--- src/rtl/smh_pkg.sv ---
// ----------------------------------------------------------------------------
// smh_pkg
// Types, constants and codes shared by the segmented MurmurHash64A block.
// ----------------------------------------------------------------------------
`timescale 1ns / 1ps

package smh_pkg;

   // field widths
   localparam int unsigned DATA_W  = 64;
   localparam int unsigned LEN_W   = 32;
   localparam int unsigned CNT_W   = 4;
   localparam int unsigned SEED_W  = 32;
   localparam int unsigned HALF_W  = 32;
   localparam int unsigned BYTE_W  = 8;
   localparam int unsigned WORD_BYTES = 8;

   // MurmurHash64A constants
   localparam logic [DATA_W-1:0] MUL_K   = 64'hc6a4a7935bd1e995;
   localparam int unsigned       SHIFT_R = 47;

   // command queue between front and back
   localparam int unsigned QDEPTH = 2;
   localparam int unsigned QPTR_W = 1;
   localparam int unsigned QCNT_W = 2;

   // data kind of one item
   typedef enum logic [1:0] {
      KIND_NONE = 2'd0,
      KIND_FULL = 2'd1,
      KIND_TAIL = 2'd2
   } kind_type;

   // classified command handed from front to back
   typedef struct packed {
      logic              start;
      logic [LEN_W-1:0]  total;
      logic [DATA_W-1:0] word;
      kind_type          kind;
      logic              fin;
      logic              emit;
   } cmd_type;

   // partial product selector of the multiplier
   typedef enum logic [1:0] {
      PART_LL = 2'd0,
      PART_HL = 2'd1,
      PART_LH = 2'd2
   } part_type;

   // multiplier request and response
   typedef struct packed {
      logic              go;
      logic [DATA_W-1:0] operand;
   } mul_req_type;

   typedef struct packed {
      logic              done;
      logic [DATA_W-1:0] product;
   } mul_rsp_type;

   // back-end sequencer states
   typedef enum logic [7:0] {
      ST_IDLE  = 8'b0000_0001,
      ST_SEED  = 8'b0000_0010,
      ST_KMIX1 = 8'b0000_0100,
      ST_KMIX2 = 8'b0000_1000,
      ST_HMIX  = 8'b0001_0000,
      ST_TAIL  = 8'b0010_0000,
      ST_FIN   = 8'b0100_0000,
      ST_EMIT  = 8'b1000_0000
   } back_state_type;

endpackage

--- src/rtl/smh_ifs.sv ---
// ----------------------------------------------------------------------------
// smh interfaces
// Valid/ready channels for requests, responses and the seed register write.
// ----------------------------------------------------------------------------
`timescale 1ns / 1ps

interface smh_req_if;
   logic                            valid;
   logic                            ready;
   logic                            message_start;
   logic [smh_pkg::LEN_W-1:0]       total_length;
   logic [smh_pkg::DATA_W-1:0]      data_word;
   logic [smh_pkg::CNT_W-1:0]       byte_count;
   logic                            segment_end;
   logic                            message_end;

   modport source (output valid, message_start, total_length, data_word, byte_count,
                   segment_end, message_end, input ready);
   modport sink   (input valid, message_start, total_length, data_word, byte_count,
                   segment_end, message_end, output ready);
endinterface

interface smh_rsp_if;
   logic                       valid;
   logic                       ready;
   logic [smh_pkg::DATA_W-1:0] hash_value;

   modport source (output valid, hash_value, input ready);
   modport sink   (input valid, hash_value, output ready);
endinterface

interface smh_csr_if;
   logic                       valid;
   logic                       ready;
   logic [smh_pkg::SEED_W-1:0] seed;

   modport source (output valid, seed, input ready);
   modport sink   (input valid, seed, output ready);
endinterface

--- src/rtl/segmented_murmur64a_hash_top.sv ---
// ----------------------------------------------------------------------------
// segmented_murmur64a_hash_top
// MurmurHash64A over a message fed as segments of up to eight bytes per item.
// ----------------------------------------------------------------------------
// Each item runs through the back end as a chain of 64-bit multiplies: one
// for a message start, three for a full word, one for a tail and one for a
// segment finalization (0 to 5 per item), plus an emit step when it ends a
// message. All of them share the single 32x32 multiplier, which builds each
// product modulo 2^64 from three partial products and an accumulate step.
// A two-entry command queue lets the request side keep transferring items,
// while it has room, as the back end works and while a response waits.
`timescale 1ns / 1ps

module segmented_murmur64a_hash_top (
   input  logic      clock,
   input  logic      reset,
   smh_req_if.sink   req_bus,
   smh_rsp_if.source rsp_bus,
   smh_csr_if.sink   csr_bus
);

   logic [smh_pkg::SEED_W-1:0] seed_ff, seed_in;
   logic                       q_full;
   logic                       q_push;
   smh_pkg::cmd_type           q_cmd;
   logic                       q_valid;
   logic                       q_pop;
   smh_pkg::cmd_type           q_head;
   smh_pkg::mul_req_type       mreq;
   smh_pkg::mul_rsp_type       mrsp;

   // seed register, written on a csr transfer
   assign csr_bus.ready = 1'b1;
   assign seed_in = (csr_bus.valid && csr_bus.ready) ? csr_bus.seed : seed_ff;

   always_ff @(posedge clock) begin
      if (reset) begin
         seed_ff <= '0;
      end else begin
         seed_ff <= seed_in;
      end
   end

   smh_front u_front (
      .req    (req_bus),
      .q_full (q_full),
      .q_push (q_push),
      .q_cmd  (q_cmd)
   );

   smh_fifo u_fifo (
      .clock     (clock),
      .reset     (reset),
      .push      (q_push),
      .push_cmd  (q_cmd),
      .full      (q_full),
      .pop       (q_pop),
      .not_empty (q_valid),
      .head      (q_head)
   );

   smh_mul u_mul (
      .clock (clock),
      .reset (reset),
      .req   (mreq),
      .rsp   (mrsp)
   );

   smh_back u_back (
      .clock   (clock),
      .reset   (reset),
      .seed    (seed_ff),
      .q_valid (q_valid),
      .q_head  (q_head),
      .q_pop   (q_pop),
      .mreq    (mreq),
      .mrsp    (mrsp),
      .rsp     (rsp_bus)
   );

endmodule

--- src/rtl/smh_front.sv ---
// ----------------------------------------------------------------------------
// smh_front
// Accepts request items and classifies them into back-end commands.
// ----------------------------------------------------------------------------
`timescale 1ns / 1ps

module smh_front (
   smh_req_if.sink          req,
   input  logic             q_full,
   output logic             q_push,
   output smh_pkg::cmd_type q_cmd
);

   logic [smh_pkg::DATA_W-1:0] tail_word;

   // take an item whenever the queue has room
   assign req.ready = !q_full;
   assign q_push    = req.valid && !q_full;

   // keep only the counted bytes of a tail
   always_comb begin
      tail_word = '0;
      for (int unsigned i = 0; i < smh_pkg::WORD_BYTES; i++) begin
         if (smh_pkg::CNT_W'(i) < req.byte_count) begin
            tail_word[i*smh_pkg::BYTE_W +: smh_pkg::BYTE_W] =
               req.data_word[i*smh_pkg::BYTE_W +: smh_pkg::BYTE_W];
         end
      end
   end

   // classify: counts of eight and above are full words
   always_comb begin
      q_cmd.start = req.message_start;
      q_cmd.total = req.total_length;
      q_cmd.emit  = req.message_end;
      priority if (req.byte_count >= smh_pkg::CNT_W'(smh_pkg::WORD_BYTES)) begin
         q_cmd.kind = smh_pkg::KIND_FULL;
         q_cmd.word = req.data_word;
      end else if (req.byte_count != '0) begin
         q_cmd.kind = smh_pkg::KIND_TAIL;
         q_cmd.word = tail_word;
      end else begin
         q_cmd.kind = smh_pkg::KIND_NONE;
         q_cmd.word = '0;
      end
      // a tail always closes its segment
      q_cmd.fin = req.segment_end || (q_cmd.kind == smh_pkg::KIND_TAIL);
   end

endmodule

--- src/rtl/smh_fifo.sv ---
// ----------------------------------------------------------------------------
// smh_fifo
// Short command queue that decouples the front from the back end.
// ----------------------------------------------------------------------------
`timescale 1ns / 1ps

module smh_fifo (
   input  logic             clock,
   input  logic             reset,
   input  logic             push,
   input  smh_pkg::cmd_type push_cmd,
   output logic             full,
   input  logic             pop,
   output logic             not_empty,
   output smh_pkg::cmd_type head
);

   smh_pkg::cmd_type                entries_ff [smh_pkg::QDEPTH];
   logic [smh_pkg::QPTR_W-1:0]      wr_ptr_ff, wr_ptr_in;
   logic [smh_pkg::QPTR_W-1:0]      rd_ptr_ff, rd_ptr_in;
   logic [smh_pkg::QCNT_W-1:0]      count_ff, count_in;

   assign full      = (count_ff == smh_pkg::QCNT_W'(smh_pkg::QDEPTH));
   assign not_empty = (count_ff != '0);
   assign head      = entries_ff[rd_ptr_ff];

   // pointer and fill count update
   always_comb begin
      wr_ptr_in = wr_ptr_ff;
      rd_ptr_in = rd_ptr_ff;
      count_in  = count_ff;
      if (push) begin
         wr_ptr_in = (wr_ptr_ff == smh_pkg::QPTR_W'(smh_pkg::QDEPTH - 1)) ? '0
                     : wr_ptr_ff + 1'b1;
      end
      if (pop) begin
         rd_ptr_in = (rd_ptr_ff == smh_pkg::QPTR_W'(smh_pkg::QDEPTH - 1)) ? '0
                     : rd_ptr_ff + 1'b1;
      end
      unique case ({push, pop})
         2'b10:   count_in = count_ff + 1'b1;
         2'b01:   count_in = count_ff - 1'b1;
         default: count_in = count_ff;
      endcase
   end

   always_ff @(posedge clock) begin
      if (reset) begin
         wr_ptr_ff <= '0;
         rd_ptr_ff <= '0;
         count_ff  <= '0;
      end else begin
         wr_ptr_ff <= wr_ptr_in;
         rd_ptr_ff <= rd_ptr_in;
         count_ff  <= count_in;
      end
   end

   // storage, no reset
   always_ff @(posedge clock) begin
      if (push) begin
         entries_ff[wr_ptr_ff] <= push_cmd;
      end
   end

endmodule

--- src/rtl/smh_mul.sv ---
// ----------------------------------------------------------------------------
// smh_mul
// 64-bit multiply by the hash constant, modulo 2^64, from three 32x32
// partial products on one shared multiplier.
// ----------------------------------------------------------------------------
`timescale 1ns / 1ps

module smh_mul (
   input  logic                 clock,
   input  logic                 reset,
   input  smh_pkg::mul_req_type req,
   output smh_pkg::mul_rsp_type rsp
);

   logic [smh_pkg::DATA_W-1:0] a_ff, a_in;
   logic                       busy_ff, busy_in;
   smh_pkg::part_type          part_ff, part_in;
   logic [smh_pkg::DATA_W-1:0] prod_ff, prod_in;
   logic                       pvld_ff, pvld_in;
   logic                       pfirst_ff, pfirst_in;
   logic                       plast_ff, plast_in;
   logic [smh_pkg::DATA_W-1:0] acc_ff, acc_in;
   logic                       done_ff, done_in;
   logic [smh_pkg::HALF_W-1:0] a_sel, b_sel;
   logic [smh_pkg::DATA_W-1:0] full_prod;

   // operand halves for the current partial product
   always_comb begin
      a_sel = (part_ff == smh_pkg::PART_HL) ? a_ff[smh_pkg::DATA_W-1:smh_pkg::HALF_W]
                                            : a_ff[smh_pkg::HALF_W-1:0];
      b_sel = (part_ff == smh_pkg::PART_LH) ?
              smh_pkg::MUL_K[smh_pkg::DATA_W-1:smh_pkg::HALF_W] :
              smh_pkg::MUL_K[smh_pkg::HALF_W-1:0];
      full_prod = smh_pkg::DATA_W'(a_sel) * smh_pkg::DATA_W'(b_sel);
   end

   // partial product stage
   always_comb begin
      a_in      = a_ff;
      busy_in   = busy_ff;
      part_in   = part_ff;
      prod_in   = prod_ff;
      pvld_in   = 1'b0;
      pfirst_in = 1'b0;
      plast_in  = 1'b0;
      if (busy_ff) begin
         pvld_in   = 1'b1;
         pfirst_in = (part_ff == smh_pkg::PART_LL);
         plast_in  = (part_ff == smh_pkg::PART_LH);
         // cross terms only reach the upper half
         prod_in = (part_ff == smh_pkg::PART_LL) ? full_prod
                   : {full_prod[smh_pkg::HALF_W-1:0], {smh_pkg::HALF_W{1'b0}}};
         unique case (part_ff)
            smh_pkg::PART_LL: part_in = smh_pkg::PART_HL;
            smh_pkg::PART_HL: part_in = smh_pkg::PART_LH;
            default: begin
               part_in = smh_pkg::PART_LL;
               busy_in = 1'b0;
            end
         endcase
      end else if (req.go) begin
         a_in    = req.operand;
         busy_in = 1'b1;
         part_in = smh_pkg::PART_LL;
      end
   end

   // accumulate stage
   always_comb begin
      acc_in  = acc_ff;
      done_in = 1'b0;
      if (pvld_ff) begin
         acc_in  = pfirst_ff ? prod_ff : acc_ff + prod_ff;
         done_in = plast_ff;
      end
   end

   always_ff @(posedge clock) begin
      if (reset) begin
         busy_ff <= 1'b0;
         part_ff <= smh_pkg::PART_LL;
         pvld_ff <= 1'b0;
         done_ff <= 1'b0;
      end else begin
         busy_ff <= busy_in;
         part_ff <= part_in;
         pvld_ff <= pvld_in;
         done_ff <= done_in;
      end
   end

   always_ff @(posedge clock) begin
      a_ff      <= a_in;
      prod_ff   <= prod_in;
      pfirst_ff <= pfirst_in;
      plast_ff  <= plast_in;
      acc_ff    <= acc_in;
   end

   assign rsp.done    = done_ff;
   assign rsp.product = acc_ff;

endmodule

--- src/rtl/smh_back.sv ---
// ----------------------------------------------------------------------------
// smh_back
// Sequencer that carries out queued commands on the running hash and
// holds the response register.
// ----------------------------------------------------------------------------
`timescale 1ns / 1ps

module smh_back (
   input  logic                        clock,
   input  logic                        reset,
   input  logic [smh_pkg::SEED_W-1:0]  seed,
   input  logic                        q_valid,
   input  smh_pkg::cmd_type            q_head,
   output logic                        q_pop,
   output smh_pkg::mul_req_type        mreq,
   input  smh_pkg::mul_rsp_type        mrsp,
   smh_rsp_if.source                   rsp
);

   typedef struct packed {
      smh_pkg::back_state_type    state;
      logic                       go;
      logic [smh_pkg::DATA_W-1:0] opd;
   } step_type;

   smh_pkg::back_state_type    state_ff, state_in;
   smh_pkg::cmd_type           cmd_ff, cmd_in;
   logic [smh_pkg::DATA_W-1:0] hash_ff, hash_in;
   logic                       out_valid_ff, out_valid_in;
   logic [smh_pkg::DATA_W-1:0] out_hash_ff, out_hash_in;
   step_type                   step;
   logic [smh_pkg::DATA_W-1:0] h;
   logic [smh_pkg::DATA_W-1:0] k;

   // after the data: segment finalization, then emission
   function automatic step_type after_data(smh_pkg::cmd_type c,
                                           logic [smh_pkg::DATA_W-1:0] hv);
      step_type s;
      s.state = smh_pkg::ST_IDLE;
      s.go    = 1'b0;
      s.opd   = hv ^ (hv >> smh_pkg::SHIFT_R);
      if (c.fin) begin
         s.state = smh_pkg::ST_FIN;
         s.go    = 1'b1;
      end else if (c.emit) begin
         s.state = smh_pkg::ST_EMIT;
      end
      return s;
   endfunction

   // data step of an item
   function automatic step_type data_step(smh_pkg::cmd_type c,
                                          logic [smh_pkg::DATA_W-1:0] hv);
      step_type s;
      unique case (c.kind)
         smh_pkg::KIND_FULL: begin
            s.state = smh_pkg::ST_KMIX1;
            s.go    = 1'b1;
            s.opd   = c.word;
         end
         smh_pkg::KIND_TAIL: begin
            s.state = smh_pkg::ST_TAIL;
            s.go    = 1'b1;
            s.opd   = hv ^ c.word;
         end
         default: s = after_data(c, hv);
      endcase
      return s;
   endfunction

   // sequencer
   always_comb begin
      cmd_in       = cmd_ff;
      hash_in      = hash_ff;
      q_pop        = 1'b0;
      out_valid_in = out_valid_ff && !rsp.ready;
      out_hash_in  = out_hash_ff;
      step.state   = state_ff;
      step.go      = 1'b0;
      step.opd     = '0;
      h            = '0;
      k            = mrsp.product ^ (mrsp.product >> smh_pkg::SHIFT_R);
      unique case (state_ff)
         smh_pkg::ST_IDLE: begin
            if (q_valid) begin
               q_pop  = 1'b1;
               cmd_in = q_head;
               if (q_head.start) begin
                  step.state = smh_pkg::ST_SEED;
                  step.go    = 1'b1;
                  step.opd   = smh_pkg::DATA_W'(q_head.total);
               end else begin
                  step = data_step(q_head, hash_ff);
               end
            end
         end
         smh_pkg::ST_SEED: begin
            if (mrsp.done) begin
               h       = smh_pkg::DATA_W'(seed) ^ mrsp.product;
               hash_in = h;
               step    = data_step(cmd_ff, h);
            end
         end
         smh_pkg::ST_KMIX1: begin
            if (mrsp.done) begin
               step.state = smh_pkg::ST_KMIX2;
               step.go    = 1'b1;
               step.opd   = k;
            end
         end
         smh_pkg::ST_KMIX2: begin
            if (mrsp.done) begin
               step.state = smh_pkg::ST_HMIX;
               step.go    = 1'b1;
               step.opd   = hash_ff ^ mrsp.product;
            end
         end
         smh_pkg::ST_HMIX, smh_pkg::ST_TAIL: begin
            if (mrsp.done) begin
               hash_in = mrsp.product;
               step    = after_data(cmd_ff, mrsp.product);
            end
         end
         smh_pkg::ST_FIN: begin
            if (mrsp.done) begin
               hash_in    = k;
               step.state = cmd_ff.emit ? smh_pkg::ST_EMIT : smh_pkg::ST_IDLE;
            end
         end
         smh_pkg::ST_EMIT: begin
            // load the response register once it is free
            if (!out_valid_ff || rsp.ready) begin
               out_valid_in = 1'b1;
               out_hash_in  = hash_ff;
               step.state   = smh_pkg::ST_IDLE;
            end
         end
         default: step.state = smh_pkg::ST_IDLE;
      endcase
      state_in = step.state;
   end

   assign mreq.go      = step.go;
   assign mreq.operand = step.opd;

   always_ff @(posedge clock) begin
      if (reset) begin
         state_ff     <= smh_pkg::ST_IDLE;
         hash_ff      <= '0;
         out_valid_ff <= 1'b0;
      end else begin
         state_ff     <= state_in;
         hash_ff      <= hash_in;
         out_valid_ff <= out_valid_in;
      end
   end

   always_ff @(posedge clock) begin
      cmd_ff      <= cmd_in;
      out_hash_ff <= out_hash_in;
   end

   assign rsp.valid      = out_valid_ff;
   assign rsp.hash_value = out_hash_ff;

endmodule

--- src/flat_wrapper.sv ---
// flat-port wrapper written by rule: the top's interface ports become plain ports
module segmented_murmur64a_hash_top_flat 
  (clock, reset, req_bus_valid, req_bus_message_start, req_bus_total_length, req_bus_data_word, req_bus_byte_count, req_bus_segment_end, req_bus_message_end, req_bus_ready, rsp_bus_valid, rsp_bus_hash_value, rsp_bus_ready, csr_bus_valid, csr_bus_seed, csr_bus_ready);
  smh_req_if req_bus_i ();
  smh_rsp_if rsp_bus_i ();
  smh_csr_if csr_bus_i ();
  input  logic clock;
  input  logic reset;
  input wire logic [$bits(req_bus_i.valid)-1:0] req_bus_valid;
  input wire logic [$bits(req_bus_i.message_start)-1:0] req_bus_message_start;
  input wire logic [$bits(req_bus_i.total_length)-1:0] req_bus_total_length;
  input wire logic [$bits(req_bus_i.data_word)-1:0] req_bus_data_word;
  input wire logic [$bits(req_bus_i.byte_count)-1:0] req_bus_byte_count;
  input wire logic [$bits(req_bus_i.segment_end)-1:0] req_bus_segment_end;
  input wire logic [$bits(req_bus_i.message_end)-1:0] req_bus_message_end;
  output wire logic [$bits(req_bus_i.ready)-1:0] req_bus_ready;
  output wire logic [$bits(rsp_bus_i.valid)-1:0] rsp_bus_valid;
  output wire logic [$bits(rsp_bus_i.hash_value)-1:0] rsp_bus_hash_value;
  input wire logic [$bits(rsp_bus_i.ready)-1:0] rsp_bus_ready;
  input wire logic [$bits(csr_bus_i.valid)-1:0] csr_bus_valid;
  input wire logic [$bits(csr_bus_i.seed)-1:0] csr_bus_seed;
  output wire logic [$bits(csr_bus_i.ready)-1:0] csr_bus_ready;
  assign req_bus_i.valid = req_bus_valid;
  assign req_bus_i.message_start = req_bus_message_start;
  assign req_bus_i.total_length = req_bus_total_length;
  assign req_bus_i.data_word = req_bus_data_word;
  assign req_bus_i.byte_count = req_bus_byte_count;
  assign req_bus_i.segment_end = req_bus_segment_end;
  assign req_bus_i.message_end = req_bus_message_end;
  assign req_bus_ready = req_bus_i.ready;
  assign rsp_bus_valid = rsp_bus_i.valid;
  assign rsp_bus_hash_value = rsp_bus_i.hash_value;
  assign rsp_bus_i.ready = rsp_bus_ready;
  assign csr_bus_i.valid = csr_bus_valid;
  assign csr_bus_i.seed = csr_bus_seed;
  assign csr_bus_ready = csr_bus_i.ready;
  segmented_murmur64a_hash_top u_core (.clock(clock), .reset(reset), .req_bus(req_bus_i), .rsp_bus(rsp_bus_i), .csr_bus(csr_bus_i));
endmodule
--- config.mk ---
export PLATFORM = sky130hd
export DESIGN_NAME = segmented_murmur64a_hash_top_flat
export DESIGN_NICKNAME = d
export VERILOG_FILES = /design/src/rtl/smh_pkg.sv /design/src/rtl/smh_ifs.sv /design/src/rtl/segmented_murmur64a_hash_top.sv /design/src/rtl/smh_front.sv /design/src/rtl/smh_fifo.sv /design/src/rtl/smh_mul.sv /design/src/rtl/smh_back.sv /design/src/flat_wrapper.sv
export SDC_FILE = /design/constraint.sdc
export NUM_CORES = 2
export LEC_CHECK = 0
export CELL_PAD_IN_SITES_DETAIL_PLACEMENT = 1
export CELL_PAD_IN_SITES_GLOBAL_PLACEMENT = 2
export CORE_MARGIN = 10
export CORE_UTILIZATION = 44
export CTS_BUF_LIST = sky130_fd_sc_hd__clkbuf_4 sky130_fd_sc_hd__clkbuf_8 sky130_fd_sc_hd__clkbuf_16
export DETAILED_ROUTE_END_ITERATION = 12
export DONT_BUFFER_PORTS = 1
export PLACE_DENSITY_LB_ADDON = 0.12
export SLEW_MARGIN = 10
export SYNTH_ARGS = -nofsm -noshare
export SYNTH_HDL_FRONTEND = slang
export SYNTH_SLANG_ARGS = --single-unit
--- constraint.sdc ---
create_clock -name clock -period 12.86 [get_ports clock]
set_input_delay 1.286 -clock clock [delete_from_list [all_inputs] [get_ports clock]]
set_output_delay 1.286 -clock clock [all_outputs]
set_load 0.05 [all_outputs]
After elaboration in Yosys (flattened, before gate mapping)
Memory sizes are Yosys's and may differ from the RTL's. A register that Yosys moved wholly into a read port is not among the register bits. Cells that the tools add are included.

Memories kept: 1. Input bits: 140. Bits in writable memories: 202. Word-level logic and storage cells: 147. Output and inout bits: 67. Register bits: 440.

Memory list: u_core.u_fifo.entries_ff (depth 2, width 101, rd ports 1, clocked after Yosys merged registers in 1, write ports 1, line smh_fifo.sv:18) `smh_pkg::cmd_type entries_ff [smh_pkg::QDEPTH];`.

Bitwise logic cells: 9. Magnitude comparators: 9. Multipliers: 1. Equality and inequality tests: 25. Reduce and logical (&&, ||, !) cells: 21. $add $sub $neg: 5. Muxes and demuxes: 54.

Operator list (number): two-way mux 73 bit (6); case mux 65 bit (5 select lines) (1); two-way mux 64 bit (5); case mux 73 bit (2 select lines) (2); case mux 64 bit (3 select lines) (1); bitwise XOR 64 x 17 -> 64 bit (3); bitwise XOR 64 bit (3); two-way mux 66 bit (2); two-way mux 8 bit (14); adder 64 bit (1); multiplier 32 x 32 -> 64 bit (1); two-way mux 32 bit (2); bitwise XOR 32 x 64 -> 64 bit (1); case mux 8 bit (7 select lines) (1); less-than comparator 3 x 4 -> 1 bit (first input constant) (4); two-way mux 1 bit (16); == test 2 bit (second input constant) (6); != test 2 x 1 -> 1 bit (second input constant) (6); == test 2 x 1 -> 1 bit (second input constant) (4); == test 8 x 1 -> 1 bit (second input constant) (1); == test 8 x 2 -> 1 bit (second input constant) (1); == test 8 x 3 -> 1 bit (second input constant) (1); == test 8 x 4 -> 1 bit (second input constant) (1); == test 8 x 5 -> 1 bit (second input constant) (1); other kinds (24) (40).

Logic depth before layout (Yosys ltp)
Word-level depth: 8. Gate-level depth with buffers: 37. Gate-level depth less buffers: 34.

Cells and area by module
A second synthesis with hierarchy kept.

Cells, all modules: 5830. Area, all modules: 59235.6 µm².

By module, submodules not included: smh_mul (area an instance 35645.4 µm², sequential area each 5905.7 µm², times used 1, cells an instance 3578); smh_back (area an instance 14157.3 µm², sequential area each 5425.2 µm², times used 1, cells an instance 1697); smh_fifo (area an instance 7488.4 µm², sequential area each 6165.9 µm², times used 1, cells an instance 336); segmented_murmur64a_hash_top (area an instance 1174.9 µm², sequential area each 640.6 µm², times used 1, cells an instance 105); smh_front (area an instance 769.5 µm², sequential area each 0.0 µm², times used 1, cells an instance 114).

Worst setup path before layout
No wires, ideal clock.

Path kind: register to register. Start point: reg u_core.u_mul.part_ff[0]. End point: reg u_core.u_mul.prod_ff[62] (netlist name) (data pin). Required time: 12.593 ns. Path buffers: 4. Arrival time: 8.845 ns. Period minus slack after synthesis: 9.112 ns. Cell stages (with the launch flop): 31. Setup slack: 3.748 ns. Setup time: 0.267 ns. Cell sequence: dfxtp_1 -> nor2b_1 -> clkbuf_1 -> clkbuf_1 -> buf_1 -> mux2i_1 -> inv_1 -> nand2_1 -> inv_1 -> fa_1 -> fa_1 -> fa_1 -> fa_1 -> fa_1 -> fa_1 -> fa_1 -> inv_1 -> fa_1 -> inv_1 -> ha_1 -> clkbuf_1 -> nand4_1 -> nor2_1 -> nand2_1 -> a2111oi_0 -> nor3_1 -> o41ai_2 -> a221oi_1 -> a31oi_1 -> xnor2_1 -> mux2i_1.

Cells in the longest elaborated chain, start to end: 4. Elaborated cells on any way between the ends: 7. Those cells by class: mul: 1; eq/ne: 2; mux: 3; reduce/logical: 1.

RTL lines: from (decl) (line smh_mul.sv:17) `smh_pkg::part_type part_ff, part_in;`; from (signal assigned) (line smh_mul.sv:81) `part_ff <= smh_pkg::PART_LL;`; from (signal assigned) (line smh_mul.sv:86) `part_ff <= part_in;`; == test 2 x 1 -> 1 bit / == test 2 bit (equally long branches) (line smh_mul.sv:29, smh_mul.sv:31); two-way mux 32 bit (on tied branches) (line smh_mul.sv:29, smh_mul.sv:31); multiplier 32 x 32 -> 64 bit (line smh_mul.sv:34) `full_prod = smh_pkg::DATA_W'(a_sel) * smh_pkg::DATA_W'(b_sel);`; two-way mux 64 bit * (line smh_mul.sv:51) `prod_in = (part_ff == smh_pkg::PART_LL) ? full_prod`; to (signal assigned) (line smh_mul.sv:94) `prod_ff <= prod_in;`; to (decl) (line smh_mul.sv:18) `logic [smh_pkg::DATA_W-1:0] prod_ff, prod_in;`.

Mark *: on every way between the ends. The rest lies on a longest branch, timed or not. A chain may end at the register's enable or synchronous reset.

Worst setup path after layout
Same ends and word-level chain as after synthesis.

==> results.json <==
{
  "startpoint": "u_core.u_mul.part_ff[0]",
  "antenna_left": 0,
  "cts.clk_slew.worst_paths_ps": 60,
  "finalMaxSlewViolations": 0,
  "finalNetCount": 6830,
  "hold_viol_final": 0,
  "cts_tree": "built",
  "grtUsageTotal_pct": 29.70,
  "cts_buffer_depth": 3,
  "fin_skew_ps": 39.48,
  "cpMaxStageDelayCell": "nor2b_4",
  "r2r_start": "u_core.u_mul.part_ff[0]",
  "synth-compound-area-share_pct": 14.16,
  "r2r-end": "u_core.u_mul.prod_ff[62]",
  "synth_seq_cells": 643,
  "ys_warn_count": 0,
  "setup.worst_path.end": "u_core.u_mul.prod_ff[62]",
  "synth_flop_cell": "edfxtp_1",
  "syn_avg_cell_area_um2": 10.04,
  "synth_top_family_by_area": "adder cells",
  "r2r_slack_ps": 2030,
  "cts_buffers": 72,
  "stdcell_count": 7419,
  "num_vias": 43310,
  "fin_setup_tns_ps": 0,
  "drt_pass1_iterations": 5,
  "h-tree-depth": 3,
  "core_um2": 131100,
  "min_period_ps": 10830,
  "dpl_cell_area_um2": 59530,
  "maxCapViolations": 0,
  "hpwl_um": 175100,
  "cts_setup_buffers": 0,
  "synth_edf_count": 526,
  "place_inst": 7283,
  "crit_top_cell": "inv_1",
  "ctsRootBufferMaster": "clkbuf_16",
  "drcViolationCount": 0,
  "rsz0062_at_grt": "no",
  "yosys.area_share.adder_pct": 31.62,
  "grt_max_degree": 116,
  "initial_core_util_pct": 44.19,
  "synth_seq_area_share_pct": 31.30,
  "outcome": "finished, final reports clean",
  "overflow": 0,
  "drive_gt1_share_pct": 5.070,
  "syn_to_final_growth_pct": 7.140,
  "start_kind": "flip-flop",
  "synthDistinctLibCells": 78,
  "grt_pass1_vias": 45390,
  "hp-start": "u_core.u_mul.plast_ff",
  "place_ws_ps": 2011,
  "critPathKind": "flip-flop to flip-flop",
  "netlist_instances": 5773,
  "cts_resized": 0,
  "synthMuxAreaShare_pct": 3.077,
  "yosys.area_share.simple_pct": 7.819,
  "reg2reg_depth": 30,
  "slew_headroom_pct": 20.93,
  "crit_required_ps": 13220,
  "clk_latency_ps": 670,
  "critical_path.max_fanout": 22,
  "wl_um": 220700,
  "cts_sinks": 643,
  "period_share_pct": 84.19,
  "drtIter0Drc": 3761,
  "crit_arrival_ps": 11190,
  "fin_ws_ps": 2033,
  "worst_pin_slew_ps": 1174,
  "synth_xor_area_share_pct": 3.280,
  "critPathCaptureType": "flip-flop",
  "holdCritPathClass": "flip-flop to flip-flop",
  "final_area_um2": 62080,
  "port_buffers": 0,
  "die_y_um": 382.9,
  "wire_per_inst_um": 29.75,
  "async_flop_share_pct": 0,
  "holdBufCountCts": 0,
  "slowest_delay_ps": 900,
  "antenna_found_initial": 9,
  "die_w_um": 382.9,
  "gp_congestion": 0.9896,
  "setup_violations": 0,
  "fmax_mhz": 92.36,
  "boundaryPins": 207,
  "grt_pass1_wl_um": 320000,
  "dieArea_um2": 146600,
  "placementRows": 133,
  "syn_area_um2": 57950,
  "vias_per_cell": 5.838
}
==> layout by cell type (no fill, tap or decap), drive strengths merged, types with 42 or more instances in the layout <==
master | Yosys | final
inv | 1052 | 1054
a21o | 77 | 77
mux2i | 141 | 141
o21ai | 283 | 283
buf | 44 | 44
xnor2 | 145 | 145
ha | 461 | 461
dfxtp | 117 | 117
a21oi | 440 | 440
clkbuf | 250 | 99
a211oi | 75 | 75
nand4 | 42 | 42
nor2 | 258 | 258
and2 | 44 | 44
nor2b | 69 | 69
fa | 627 | 627
o32ai | 66 | 66
nand2 | 489 | 489
xor2 | 72 | 72
edfxtp | 526 | 526
==> cell type report <==
| cell class | count | area, µm² |
|---|---|---|
| clock buffer | 99 | 2083 |
| inverter | 1053 | 3954 |
| multi-input combinational | 3788 | 34890 |
| fill | 14520 | 69050 |
| antenna | 3 | 7.507 |
| sequential | 643 | 18160 |
| clock inverter | 34 | 462.9 |
| tap | 1755 | 2196 |
| timing repair buffer | 44 | 330.3 |
==> worst min path at each step <==
stage                            to  slack [ps]  cells after the start
2_1_floorplan  u_core.u_mul.done_ff         400                      2
3_3_place_gp   u_core.u_mul.done_ff         410                      2
3_5_place_dp   u_core.u_mul.done_ff         420                      2
4_1_cts        u_core.u_mul.done_ff         430                      2
5_1_grt        u_core.u_mul.done_ff         470                      2
6_report       u_core.u_mul.done_ff         440                      2
==> flip-flops by register name, indices dropped and copies added, names as in the netlist, 32 cells and up, named ones only <==
name	count
u_core.u_mul.a_ff	64
u_core.u_back.rsp.hash_value	64
u_core.u_back.cmd_ff	68
u_core.u_mul.prod_ff	64
u_core.u_mul.acc_ff	64
u_core.seed_ff	32
u_core.u_back.hash_ff	64
u_core.u_fifo.entries_ff	202
==> critical path: cells and delay by family (launching register included) <==
family	cells	cell delay [ps]
compound gates	5	1790
xor+xnor	1	140
fa+ha+maj	9	4350
buf+inv	9	1430
flops	1	490
mux	2	630
simple gates	4	1660
==> synth_stat cells, drive strengths merged (9+ instances only) <==
cell	n	area, µm²
a211oi	75	568.0
a21o	77	578.1
a21oi	440	2206
a221o	21	210.2
a221oi	19	166.4
a22o	33	289.0
a22oi	20	150.1
a31oi	22	152.7
and2	44	275.3
and3	12	75.07
buf	44	172.7
clkbuf	250	939.7
dfxtp	117	2342
edfxtp	526	15800
fa	627	12550
ha	461	5768
inv	1052	3949
mux2	33	371.6
mux2i	141	1411
nand2	489	1836
nand2b	14	87.58
nand3	23	115.1
nand4	42	262.8
nor2	258	968.4
nor2b	69	431.7
nor3	26	130.1
o211ai	9	72.57
o21a	17	127.6
o21ai	283	1428
o21bai	27	202.7
o221a	19	214.0
o221ai	17	148.9
o22ai	40	250.2
o31ai	20	150.1
o32a	29	290.3
o32ai	66	578.1
or2	17	106.4
xnor2	145	1270
xor2	72	630.6
==> metrics by stage <==
step	utilization [%]	hold slack [ps]
floorplan	-	404.5
global placement	45.40	409.9
detailed placement	45.40	416.2
CTS	47.34	432.6
global route	47.34	466.2
finish	47.35	436.6
==> logic make-up after synthesis <==
| logic type | count (synthesis) |
|---|---|
| buffers and inverters | 1347 |
| multiplexers | 174 |
| AND/OR/NAND/NOR | 1025 |
| flip-flops | 643 |
| other | 2 |
| adder cells (fa/ha/maj) | 1088 |
| XOR/XNOR | 217 |
| AO/OA/AOI/OAI | 1277 |
==> metal layers <==
layer | GRT usage, % | wire (µm)
met4 | 11.32 | 9391
met2 | 49.14 | 105800
met3 | 4.655 | 13670
met5 | 0 | 41
met1 | 39.06 | 91810
Power is left out: the tool's default activity adds up to more than one toggle a clock period on the data nets, which glitch-free logic cannot reach.
